File: src/design/locd_pkg.sv
// shared types and constants for the lock order cycle detector
// no dependencies
package locd_pkg;

  localparam int ID_W     = 5;
  localparam int STATUS_W = 3;

  typedef enum logic [STATUS_W-1:0] {
    STS_OK        = 3'd0,
    STS_DEADLOCK  = 3'd1,
    STS_EMPTY_REL = 3'd2,
    STS_NOT_TOP   = 3'd3,
    STS_OVERFLOW  = 3'd4
  } status_t;

  typedef enum logic {
    CMD_ACQUIRE = 1'b0,
    CMD_RELEASE = 1'b1
  } cmd_t;

  typedef enum logic [3:0] {
    ST_IDLE,
    ST_TOP,
    ST_GCHK,
    ST_ROOT,
    ST_ROW,
    ST_SCAN,
    ST_FRM,
    ST_FIN,
    ST_RESP
  } state_t;

endpackage

File: src/design/locd_if.sv
// valid/ready channel interfaces for event beats and result beats
// depends on locd_pkg
interface locd_in_if;
  logic                      valid;
  logic                      ready;
  logic                      command;
  logic [locd_pkg::ID_W-1:0] lock_id;
  modport source (output valid, output command, output lock_id, input ready);
  modport sink   (input valid, input command, input lock_id, output ready);
endinterface

interface locd_out_if;
  logic                          valid;
  logic                          ready;
  logic [locd_pkg::STATUS_W-1:0] status;
  logic [locd_pkg::ID_W-1:0]     edge_from;
  logic [locd_pkg::ID_W-1:0]     edge_to;
  logic [locd_pkg::ID_W-1:0]     stack_level;
  modport source (output valid, output status, output edge_from, output edge_to,
                  output stack_level, input ready);
  modport sink   (input valid, input status, input edge_from, input edge_to,
                  input stack_level, output ready);
endinterface

File: src/design/locd_ram.sv
// generic single write port, single read port ram with registered read
// no dependencies
module locd_ram #(
  parameter int WIDTH = 8,
  parameter int DEPTH = 16,
  parameter int AW    = (DEPTH > 1) ? $clog2(DEPTH) : 1
) (
  input  logic             clk,
  input  logic             we,
  input  logic [AW-1:0]    waddr,
  input  logic [WIDTH-1:0] wdata,
  input  logic [AW-1:0]    raddr,
  output logic [WIDTH-1:0] rdata
);
  logic [WIDTH-1:0] mem [DEPTH];

  always_ff @(posedge clk) begin
    if (we) begin
      mem[waddr] <= wdata;
    end
    rdata <= mem[raddr];
  end
endmodule

File: src/design/lock_order_cycle_detector.sv
// lock order cycle detector top level: held stack, order graph, dfs sequencer
// depends on locd_pkg, locd_if, locd_ram
//
//  channel | dir | handshake          | payload
//  in_ch   | in  | valid/ready        | command, lock_id
//  out_ch  | out | valid/ready        | status, edge_from, edge_to, stack_level
//
// a release or an acquire that adds no edge skips the dfs
// an acquire with a new edge runs a dfs that scans one adjacency bit per cycle,
// pausing to fetch a row on each descent, each return and each new root
// rst_n clears stack count, graph row valid bits and control; no clearing pass
// in_ch.ready is high only in idle; a held result does not block the next beat
module lock_order_cycle_detector #(
  parameter int LOCK_COUNT  = 32,
  parameter int STACK_DEPTH = 16
) (
  input logic           clk,
  input logic           rst_n,
  locd_in_if.sink       in_ch,
  locd_out_if.source    out_ch
);
  import locd_pkg::*;

  localparam int IW  = $clog2(LOCK_COUNT);
  localparam int NW  = $clog2(LOCK_COUNT + 1);
  localparam int SW  = $clog2(STACK_DEPTH + 1);
  localparam int SAW = (STACK_DEPTH > 1) ? $clog2(STACK_DEPTH) : 1;
  localparam int FW  = IW + NW;

  state_t                state_r, state_nxt;
  logic                  cmd_r, cmd_nxt;
  logic [ID_W-1:0]       id_r, id_nxt;
  logic [SW-1:0]         held_count_r, held_count_nxt;
  logic [LOCK_COUNT-1:0] row_r, row_nxt;
  logic [IW-1:0]         here_r, here_nxt;
  logic [NW-1:0]         next_r, next_nxt;
  logic [NW-1:0]         depth_r, depth_nxt;
  logic [NW-1:0]         root_r, root_nxt;
  logic [LOCK_COUNT-1:0] seen_r, seen_nxt;
  logic [LOCK_COUNT-1:0] done_r, done_nxt;
  logic [LOCK_COUNT-1:0] row_vld_r, row_vld_nxt;
  logic                  gvld_q_r;
  status_t               st_r, st_nxt;
  logic [ID_W-1:0]       ef_r, ef_nxt, et_r, et_nxt;
  logic                  out_valid_r, out_valid_nxt;
  status_t               out_status_r, out_status_nxt;
  logic [ID_W-1:0]       out_from_r, out_from_nxt, out_to_r, out_to_nxt;
  logic [ID_W-1:0]       out_level_r, out_level_nxt;

  // memory ports
  logic                  s_we;
  logic [SAW-1:0]        s_waddr, s_raddr;
  logic [ID_W-1:0]       s_wdata, s_rdata;
  logic                  g_we;
  logic [IW-1:0]         g_waddr, g_raddr;
  logic [LOCK_COUNT-1:0] g_wdata, g_rdata, g_row;
  logic                  f_we;
  logic [IW-1:0]         f_waddr, f_raddr;
  logic [FW-1:0]         f_wdata, f_rdata;

  logic [SW-1:0]         cnt_m1;
  logic [IW-1:0]         id_node, top_node, n_node;
  logic [NW-1:0]         depth_m2;

  locd_ram #(.WIDTH(ID_W), .DEPTH(STACK_DEPTH), .AW(SAW)) u_stack (
    .clk(clk), .we(s_we), .waddr(s_waddr), .wdata(s_wdata),
    .raddr(s_raddr), .rdata(s_rdata)
  );

  locd_ram #(.WIDTH(LOCK_COUNT), .DEPTH(LOCK_COUNT), .AW(IW)) u_graph (
    .clk(clk), .we(g_we), .waddr(g_waddr), .wdata(g_wdata),
    .raddr(g_raddr), .rdata(g_rdata)
  );

  locd_ram #(.WIDTH(FW), .DEPTH(LOCK_COUNT), .AW(IW)) u_frames (
    .clk(clk), .we(f_we), .waddr(f_waddr), .wdata(f_wdata),
    .raddr(f_raddr), .rdata(f_rdata)
  );

  assign cnt_m1   = held_count_r - SW'(1);
  assign id_node  = IW'(id_r);
  assign top_node = IW'(s_rdata);
  assign n_node   = next_r[IW-1:0];
  assign depth_m2 = depth_r - NW'(2);
  // rows never written read as zero
  assign g_row    = gvld_q_r ? g_rdata : '0;

  assign in_ch.ready        = (state_r == ST_IDLE);
  assign out_ch.valid       = out_valid_r;
  assign out_ch.status      = out_status_r;
  assign out_ch.edge_from   = out_from_r;
  assign out_ch.edge_to     = out_to_r;
  assign out_ch.stack_level = out_level_r;

  always_ff @(posedge clk) begin
    if (!rst_n) begin
      state_r      <= ST_IDLE;
      held_count_r <= '0;
      row_vld_r    <= '0;
      out_valid_r  <= 1'b0;
      depth_r      <= '0;
    end else begin
      state_r      <= state_nxt;
      held_count_r <= held_count_nxt;
      row_vld_r    <= row_vld_nxt;
      out_valid_r  <= out_valid_nxt;
      depth_r      <= depth_nxt;
    end
    cmd_r        <= cmd_nxt;
    id_r         <= id_nxt;
    row_r        <= row_nxt;
    here_r       <= here_nxt;
    next_r       <= next_nxt;
    root_r       <= root_nxt;
    seen_r       <= seen_nxt;
    done_r       <= done_nxt;
    gvld_q_r     <= row_vld_r[g_raddr];
    st_r         <= st_nxt;
    ef_r         <= ef_nxt;
    et_r         <= et_nxt;
    out_status_r <= out_status_nxt;
    out_from_r   <= out_from_nxt;
    out_to_r     <= out_to_nxt;
    out_level_r  <= out_level_nxt;
  end

  always_comb begin
    state_nxt      = state_r;
    cmd_nxt        = cmd_r;
    id_nxt         = id_r;
    held_count_nxt = held_count_r;
    row_nxt        = row_r;
    here_nxt       = here_r;
    next_nxt       = next_r;
    depth_nxt      = depth_r;
    root_nxt       = root_r;
    seen_nxt       = seen_r;
    done_nxt       = done_r;
    row_vld_nxt    = row_vld_r;
    st_nxt         = st_r;
    ef_nxt         = ef_r;
    et_nxt         = et_r;
    out_valid_nxt  = out_valid_r && !out_ch.ready;
    out_status_nxt = out_status_r;
    out_from_nxt   = out_from_r;
    out_to_nxt     = out_to_r;
    out_level_nxt  = out_level_r;
    s_we    = 1'b0;
    s_waddr = held_count_r[SAW-1:0];
    s_wdata = id_r;
    s_raddr = cnt_m1[SAW-1:0];
    g_we    = 1'b0;
    g_waddr = top_node;
    g_wdata = '0;
    g_raddr = here_r;
    f_we    = 1'b0;
    f_waddr = IW'(depth_r - NW'(1));
    f_wdata = {here_r, next_r + NW'(1)};
    f_raddr = depth_m2[IW-1:0];

    unique case (state_r)
      ST_IDLE: begin
        if (in_ch.valid) begin
          cmd_nxt = in_ch.command;
          id_nxt  = in_ch.lock_id;
          st_nxt  = STS_OK;
          ef_nxt  = '0;
          et_nxt  = '0;
          if (held_count_r != '0) begin
            state_nxt = ST_TOP;
          end else if (in_ch.command == CMD_RELEASE) begin
            st_nxt    = STS_EMPTY_REL;
            state_nxt = ST_RESP;
          end else begin
            state_nxt = ST_FIN;
          end
        end
      end
      ST_TOP: begin
        g_raddr = top_node;
        here_nxt = top_node;
        if (cmd_r == CMD_RELEASE) begin
          if (s_rdata != id_r) begin
            st_nxt = STS_NOT_TOP;
          end else begin
            held_count_nxt = cnt_m1;
          end
          state_nxt = ST_RESP;
        end else if (s_rdata != id_r && 32'(s_rdata) < LOCK_COUNT &&
                     32'(id_r) < LOCK_COUNT) begin
          state_nxt = ST_GCHK;
        end else begin
          state_nxt = ST_FIN;
        end
      end
      ST_GCHK: begin
        if (g_row[id_node]) begin
          state_nxt = ST_FIN;
        end else begin
          g_we    = 1'b1;
          g_waddr = here_r;
          g_wdata = g_row | (LOCK_COUNT'(1) << id_node);
          row_vld_nxt[here_r] = 1'b1;
          seen_nxt  = '0;
          done_nxt  = '0;
          root_nxt  = '0;
          state_nxt = ST_ROOT;
        end
      end
      ST_ROOT: begin
        g_raddr = root_r[IW-1:0];
        if (root_r == NW'(LOCK_COUNT)) begin
          state_nxt = ST_FIN;
        end else if (seen_r[root_r[IW-1:0]]) begin
          root_nxt = root_r + NW'(1);
        end else begin
          seen_nxt[root_r[IW-1:0]] = 1'b1;
          here_nxt  = root_r[IW-1:0];
          next_nxt  = '0;
          depth_nxt = NW'(1);
          state_nxt = ST_ROW;
        end
      end
      ST_ROW: begin
        row_nxt   = g_row;
        state_nxt = ST_SCAN;
      end
      ST_SCAN: begin
        g_raddr = n_node;
        if (next_r == NW'(LOCK_COUNT)) begin
          // node finished, pop its frame
          done_nxt[here_r] = 1'b1;
          depth_nxt = depth_r - NW'(1);
          if (depth_r == NW'(1)) begin
            root_nxt  = root_r + NW'(1);
            state_nxt = ST_ROOT;
          end else begin
            state_nxt = ST_FRM;
          end
        end else if (row_r[n_node]) begin
          if (!seen_r[n_node]) begin
            seen_nxt[n_node] = 1'b1;
            f_we      = 1'b1;
            here_nxt  = n_node;
            next_nxt  = '0;
            depth_nxt = depth_r + NW'(1);
            state_nxt = ST_ROW;
          end else if (!done_r[n_node]) begin
            // still on the walk path: back edge
            st_nxt    = STS_DEADLOCK;
            ef_nxt    = ID_W'(here_r);
            et_nxt    = ID_W'(n_node);
            state_nxt = ST_RESP;
          end else begin
            next_nxt = next_r + NW'(1);
          end
        end else begin
          next_nxt = next_r + NW'(1);
        end
      end
      ST_FRM: begin
        here_nxt  = f_rdata[FW-1:NW];
        next_nxt  = f_rdata[NW-1:0];
        g_raddr   = f_rdata[FW-1:NW];
        state_nxt = ST_ROW;
      end
      ST_FIN: begin
        if (held_count_r >= SW'(STACK_DEPTH)) begin
          st_nxt = STS_OVERFLOW;
        end else begin
          s_we           = 1'b1;
          held_count_nxt = held_count_r + SW'(1);
        end
        state_nxt = ST_RESP;
      end
      ST_RESP: begin
        if (!out_valid_r || out_ch.ready) begin
          out_valid_nxt  = 1'b1;
          out_status_nxt = st_r;
          out_from_nxt   = ef_r;
          out_to_nxt     = et_r;
          out_level_nxt  = ID_W'(held_count_r);
          state_nxt      = ST_IDLE;
        end
      end
      default: state_nxt = ST_IDLE;
    endcase
  end

`ifndef SYNTHESIS
  a_count_range: assert property (@(posedge clk) disable iff (!rst_n)
    held_count_r <= SW'(STACK_DEPTH))
    else $error("held count beyond stack depth");

  a_depth_range: assert property (@(posedge clk) disable iff (!rst_n)
    depth_r <= NW'(LOCK_COUNT) || state_r == ST_IDLE)
    else $error("walk depth beyond lock count");

  a_edge_zero: assert property (@(posedge clk) disable iff (!rst_n)
    out_valid_r && out_status_r != STS_DEADLOCK |-> out_from_r == '0 && out_to_r == '0)
    else $error("edge fields set without deadlock");

  a_busy_after_accept: assert property (@(posedge clk) disable iff (!rst_n)
    in_ch.valid && in_ch.ready |=> state_r != ST_IDLE)
    else $error("sequencer idle right after accept");
`endif

endmodule

File: src/flat_wrapper.sv
// flat-port wrapper written by rule: the top's interface ports become plain ports
module lock_order_cycle_detector_flat import locd_pkg::*;
#(
  parameter int LOCK_COUNT  = 32,
  parameter int STACK_DEPTH = 16
)
  (clk, rst_n, in_ch_valid, in_ch_command, in_ch_lock_id, in_ch_ready, out_ch_valid, out_ch_status, out_ch_edge_from, out_ch_edge_to, out_ch_stack_level, out_ch_ready);
  locd_in_if in_ch_i ();
  locd_out_if out_ch_i ();
  input logic clk;
  input logic rst_n;
  input wire logic [$bits(in_ch_i.valid)-1:0] in_ch_valid;
  input wire logic [$bits(in_ch_i.command)-1:0] in_ch_command;
  input wire logic [$bits(in_ch_i.lock_id)-1:0] in_ch_lock_id;
  output wire logic [$bits(in_ch_i.ready)-1:0] in_ch_ready;
  output wire logic [$bits(out_ch_i.valid)-1:0] out_ch_valid;
  output wire logic [$bits(out_ch_i.status)-1:0] out_ch_status;
  output wire logic [$bits(out_ch_i.edge_from)-1:0] out_ch_edge_from;
  output wire logic [$bits(out_ch_i.edge_to)-1:0] out_ch_edge_to;
  output wire logic [$bits(out_ch_i.stack_level)-1:0] out_ch_stack_level;
  input wire logic [$bits(out_ch_i.ready)-1:0] out_ch_ready;
  assign in_ch_i.valid = in_ch_valid;
  assign in_ch_i.command = in_ch_command;
  assign in_ch_i.lock_id = in_ch_lock_id;
  assign in_ch_ready = in_ch_i.ready;
  assign out_ch_valid = out_ch_i.valid;
  assign out_ch_status = out_ch_i.status;
  assign out_ch_edge_from = out_ch_i.edge_from;
  assign out_ch_edge_to = out_ch_i.edge_to;
  assign out_ch_stack_level = out_ch_i.stack_level;
  assign out_ch_i.ready = out_ch_ready;
  lock_order_cycle_detector #(.LOCK_COUNT(LOCK_COUNT), .STACK_DEPTH(STACK_DEPTH)) u_core (.clk(clk), .rst_n(rst_n), .in_ch(in_ch_i), .out_ch(out_ch_i));
endmodule
File: config.mk
export PLATFORM = sky130hd
export DESIGN_NAME = lock_order_cycle_detector_flat
export DESIGN_NICKNAME = d
export VERILOG_FILES = /design/src/design/locd_pkg.sv /design/src/design/locd_if.sv /design/src/design/locd_ram.sv /design/src/design/lock_order_cycle_detector.sv /design/src/flat_wrapper.sv
export SDC_FILE = /design/constraint.sdc
export NUM_CORES = 2
export LEC_CHECK = 0
export BUFFER_PORTS_ARGS = -buffer_cell sky130_fd_sc_hd__buf_2
export CORE_ASPECT_RATIO = 0.7
export CORE_MARGIN = 2
export CORE_UTILIZATION = 40
export DETAILED_ROUTE_END_ITERATION = 6
export PLACE_DENSITY_LB_ADDON = 0.25
export SYNTH_ARGS = -nofsm -noshare
export SYNTH_HDL_FRONTEND = slang
export SYNTH_SLANG_ARGS = --single-unit
export TNS_END_PERCENT = 100
File: constraint.sdc
create_clock -name clk -period 8.05 [get_ports clk]
set_input_delay 0.4025 -clock clk [delete_from_list [all_inputs] [get_ports clk]]
set_output_delay 0.4025 -clock clk [all_outputs]
set_load 0.02 [all_outputs]
==> flow_summary_export.csv <==
group,metric,value,unit
yosys,synthCells,4498,
yosys,synth_fa_ha_area_share,0.403,%
flow_run,maxCapViolations,0,
critical_path,crit_top_cell,"nor3_1",
cts,cts_max_level,4,
power,p_per_area,358,nW/µm²
finish,synthToLayoutAreaGrowth,13.2,%
yosys,synth_area,68300,µm²
drt,detail_route.vias_per_cell,5.85,
finish,nNetsFinal,4579,
global_route,grt_max_degree,147,
yosys,syn-mean-instance-area,15.2,µm²
drt,firstDrtPassIters,6,
global_route,antenna_found_initial,2,
place,hpwl,110000,µm
global_route,top_usage_layer,"met1",
cts,cts_tree,"built",
timing,final_max_slew_viol_count,0,
cts,clock-sinks,1703,
finish,drive_gt1_share,15.9,%
critical_path,endpoint_kind,"register",
timing,relSlewSlack,12.8,%
yosys,synth_nets,4530,
floorplan,die_w,498,µm
yosys,synthTopCellsByArea,"edfxtp_1 (71%), mux4_2 (6.6%), nand2_1 (5.0%)",
power,p_leak,24.8,nW
yosys,synth_top_family_by_area,"simple AND/OR/NAND/NOR gates",
timing,rsz0062_at_grt,"false",
yosys,synth_mux_area_share,8.23,%
cts,clockRootBuffer,"clkbuf_16",
cts,cts_max_path_buffers,3,
timing,min_period_over_period,65.9,%
floorplan,initial_core_util,40.4,%
floorplan,die_h,350,µm
global_route,met3_usage,5.26,%
yosys,ys_seq_area_share,73.5,%
global_route,grt_overflow_total,0,
critical_path,crit_path_max_incr_delay,910,ps
floorplan,core_area,169000,µm²
floorplan,io_pins,30,
timing,clock_skew,42.4,ps
yosys,yosys-top-cells-count,"edfxtp_1 (1,606), nand2_1 (912), clkbuf_1 (214)",
power,ir_worst_vdd,459,µV
cts,clkTransAtPathRegs,60,ps
critical_path,setup.worst_path.start_class,"register",
critical_path,crit_chain,"nand2b_1 -> nor3_1 -> a2111o_2 -> buf_4 -> buf_12 -> mux4_2 -> a2111oi_0 -> nor3_1 -> a311o_1",
critical_path,worstPathMaxFanout,107,
critical_path,critPathSlowestCell,"dfxtp_1",
global_route,grtUsageMet1,34.1,%
place,dp.cells,6617,
critical_path,arrival,6000,ps
drt,drc,0,
timing,hold_violations,0,
cts,cts_setup_buffers,0,
yosys,ys_async_sr_fraction,0,%
timing,min_period,5300,ps
yosys,synth_top_area_share,70.6,%
yosys,yosys.area_share.simple,9.67,%
critical_path,cp_top_family,"compound AO/OA/AOI/OAI gates",
global_route,grtUsageMet2,28.9,%
outcome,status,"complete, no violations",
drt,ant_nets,0,
global_route,track_usage,21.3,%
critical_path,path_depth,9,
critical_path,cp_num_buf_inv,2,
finish,final_cells,6925,
drt,detail_route.wirelength,188000,µm
yosys,yosysMostFrequentCell,"edfxtp_1",
yosys,synth-compound-area-share,5.94,%
floorplan,rows,126,
place,portBuffers,29,
critical_path,required,8750,ps
global_route,grt_pass1_vias,38000,
drt,wl_per_cell,27.2,µm
cts,clk_latency,820,ps
yosys,yosys_warnings,0,
place,gp_congestion,0.878,
critical_path,reg2regPathDepth,9,
yosys,synth_edf_count,1606,
timing,fmax,189,MHz
global_route,grt_pass1_wl,273000,µm
yosys,yosysTopAreaCell,"edfxtp_1",
worst_hold_path,hold_class,"in2reg",
critical_path,critPathKind,"reg2reg",
floorplan,die_area,174000,µm²
drt,drt-initial-drc-count,5806,
worst_hold_path,whs_path_depth,4,
yosys,synth_xor_area_share,0.346,%
timing,fin_tns_setup,0,ps
yosys,synth_top_flop_cell,"edfxtp_1",
yosys,ys_ff_latch,1703,
yosys,ys_types,69,
timing,worst_pin_slew,1310,ps
cts,cts_made_buffers,160,
drt,vias,40500,
timing,finalSetupViolations,0,
## routing by layer
metal  vias up  share of wire, %
li1      17400                 -
met1     20800                46
met2      2073                41
met3       254                11
met4         2               2.0
met5         -            0.0043
## report_power, final
| part | switching, mW | internal, mW | leakage, nW | total (mW) |
|---|---|---|---|---|
| clock | 3.39 | 4.52 | 2.66 | 7.91 |
| sequential | 0.420 | 10.3 | 14.4 | 10.8 |
| combinational | 6.20 | 2.82 | 7.78 | 9.02 |
## worst paths after layout
path / start / endpoint / slack (ps)
max: u_core.state_r[0]$_SDFFE_PN0P_ / u_core.u_graph.rdata[29]$_DFF_P_ / 2750
min: in_ch_valid / u_core.state_r[0]$_SDFFE_PN0P_ / 150
max reg2reg: u_core.state_r[0]$_SDFFE_PN0P_ / u_core.u_graph.rdata[29]$_DFF_P_ / 2750
min reg2reg: u_core.st_r[2]$_DFFE_PP_ / u_core.out_ch.status[2]$_DFFE_PP_ / 420
## flip-flops by register name (all words and copies together), names as in the netlist, 6 cells and up
signal / cells
u_core.root_r: 6
u_core.row_vld_r: 32
u_core.u_frames.mem: 352
u_core.next_r: 6
u_core.depth_r: 6
u_core.u_stack.mem: 80
u_core.u_graph.mem: 1024
u_core.u_frames.rdata: 11
u_core.u_graph.rdata: 32
u_core.seen_r: 32
u_core.row_r: 32
u_core.done_r: 32
## cells in the final DEF, fill, tap and decap left out, types with 37 or more instances in the layout
cell type     n
clkbuf_16   162
a32o_1       38
nand2_1     911
a221oi_1     66
nand4_1      37
buf_4       142
edfxtp_1   1606
mux4_2      200
mux2i_1      99
a21oi_1     154
dfxtp_1      95
a31oi_1      67
nand3_1     154
and2_1       41
nor2_1      177
clkbuf_1     47
nor3_1       55
o22ai_1      40
## cell families after synthesis
family / Yosys count
xor gates and xnor gates: 27
muxes: 310
and+or+nand+nor: 1539
buffers and inverters: 329
DFF: 1703
adders and majority gates: 22
AOI/OAI and AO/OA: 568
## stage by stage
step           utilization, %  hold WS [ps]  power [mW]  area [µm²]  setup WS, ps
2_1_floorplan               -           400        16.5       68300          2850
3_3_place_gp             42.4           404        19.8       71700          2980
3_5_place_dp             42.4           405        19.8       71700          2870
4_1_cts                  45.7          90.6        27.7       77300          2870
5_1_grt                  45.8           140        28.9       77300          2520
6_report                 45.8           145        27.7       77300          2750
## layout make-up
cell class	count	area [µm²]
Fill cell	14700	91700
Sequential cell	1703	50200
Multi-Input combinational cell	2466	17300
Clock buffer	229	4510
Tap cell	2240	2800
Timing Repair Buffer	186	1440
Clock inverter	70	992
Inverter	30	113
Antenna cell	1	2.50
## worst register-to-register path: cells and delay by family (launching register included)
kind | cells | cell delay, ps
flops | 1 | 910
compound gates | 3 | 1570
simple gates | 3 | 1110
buf+inv | 2 | 1130
mux | 1 | 470
## timing repair
action,CTS,global route
gates resized for setup,0,0
endpoints found under the setup margin,0,0
endpoints found under the hold margin,7,0
hold buffers,7,0
No activity file was read; power rests on OpenSTA's default activity.
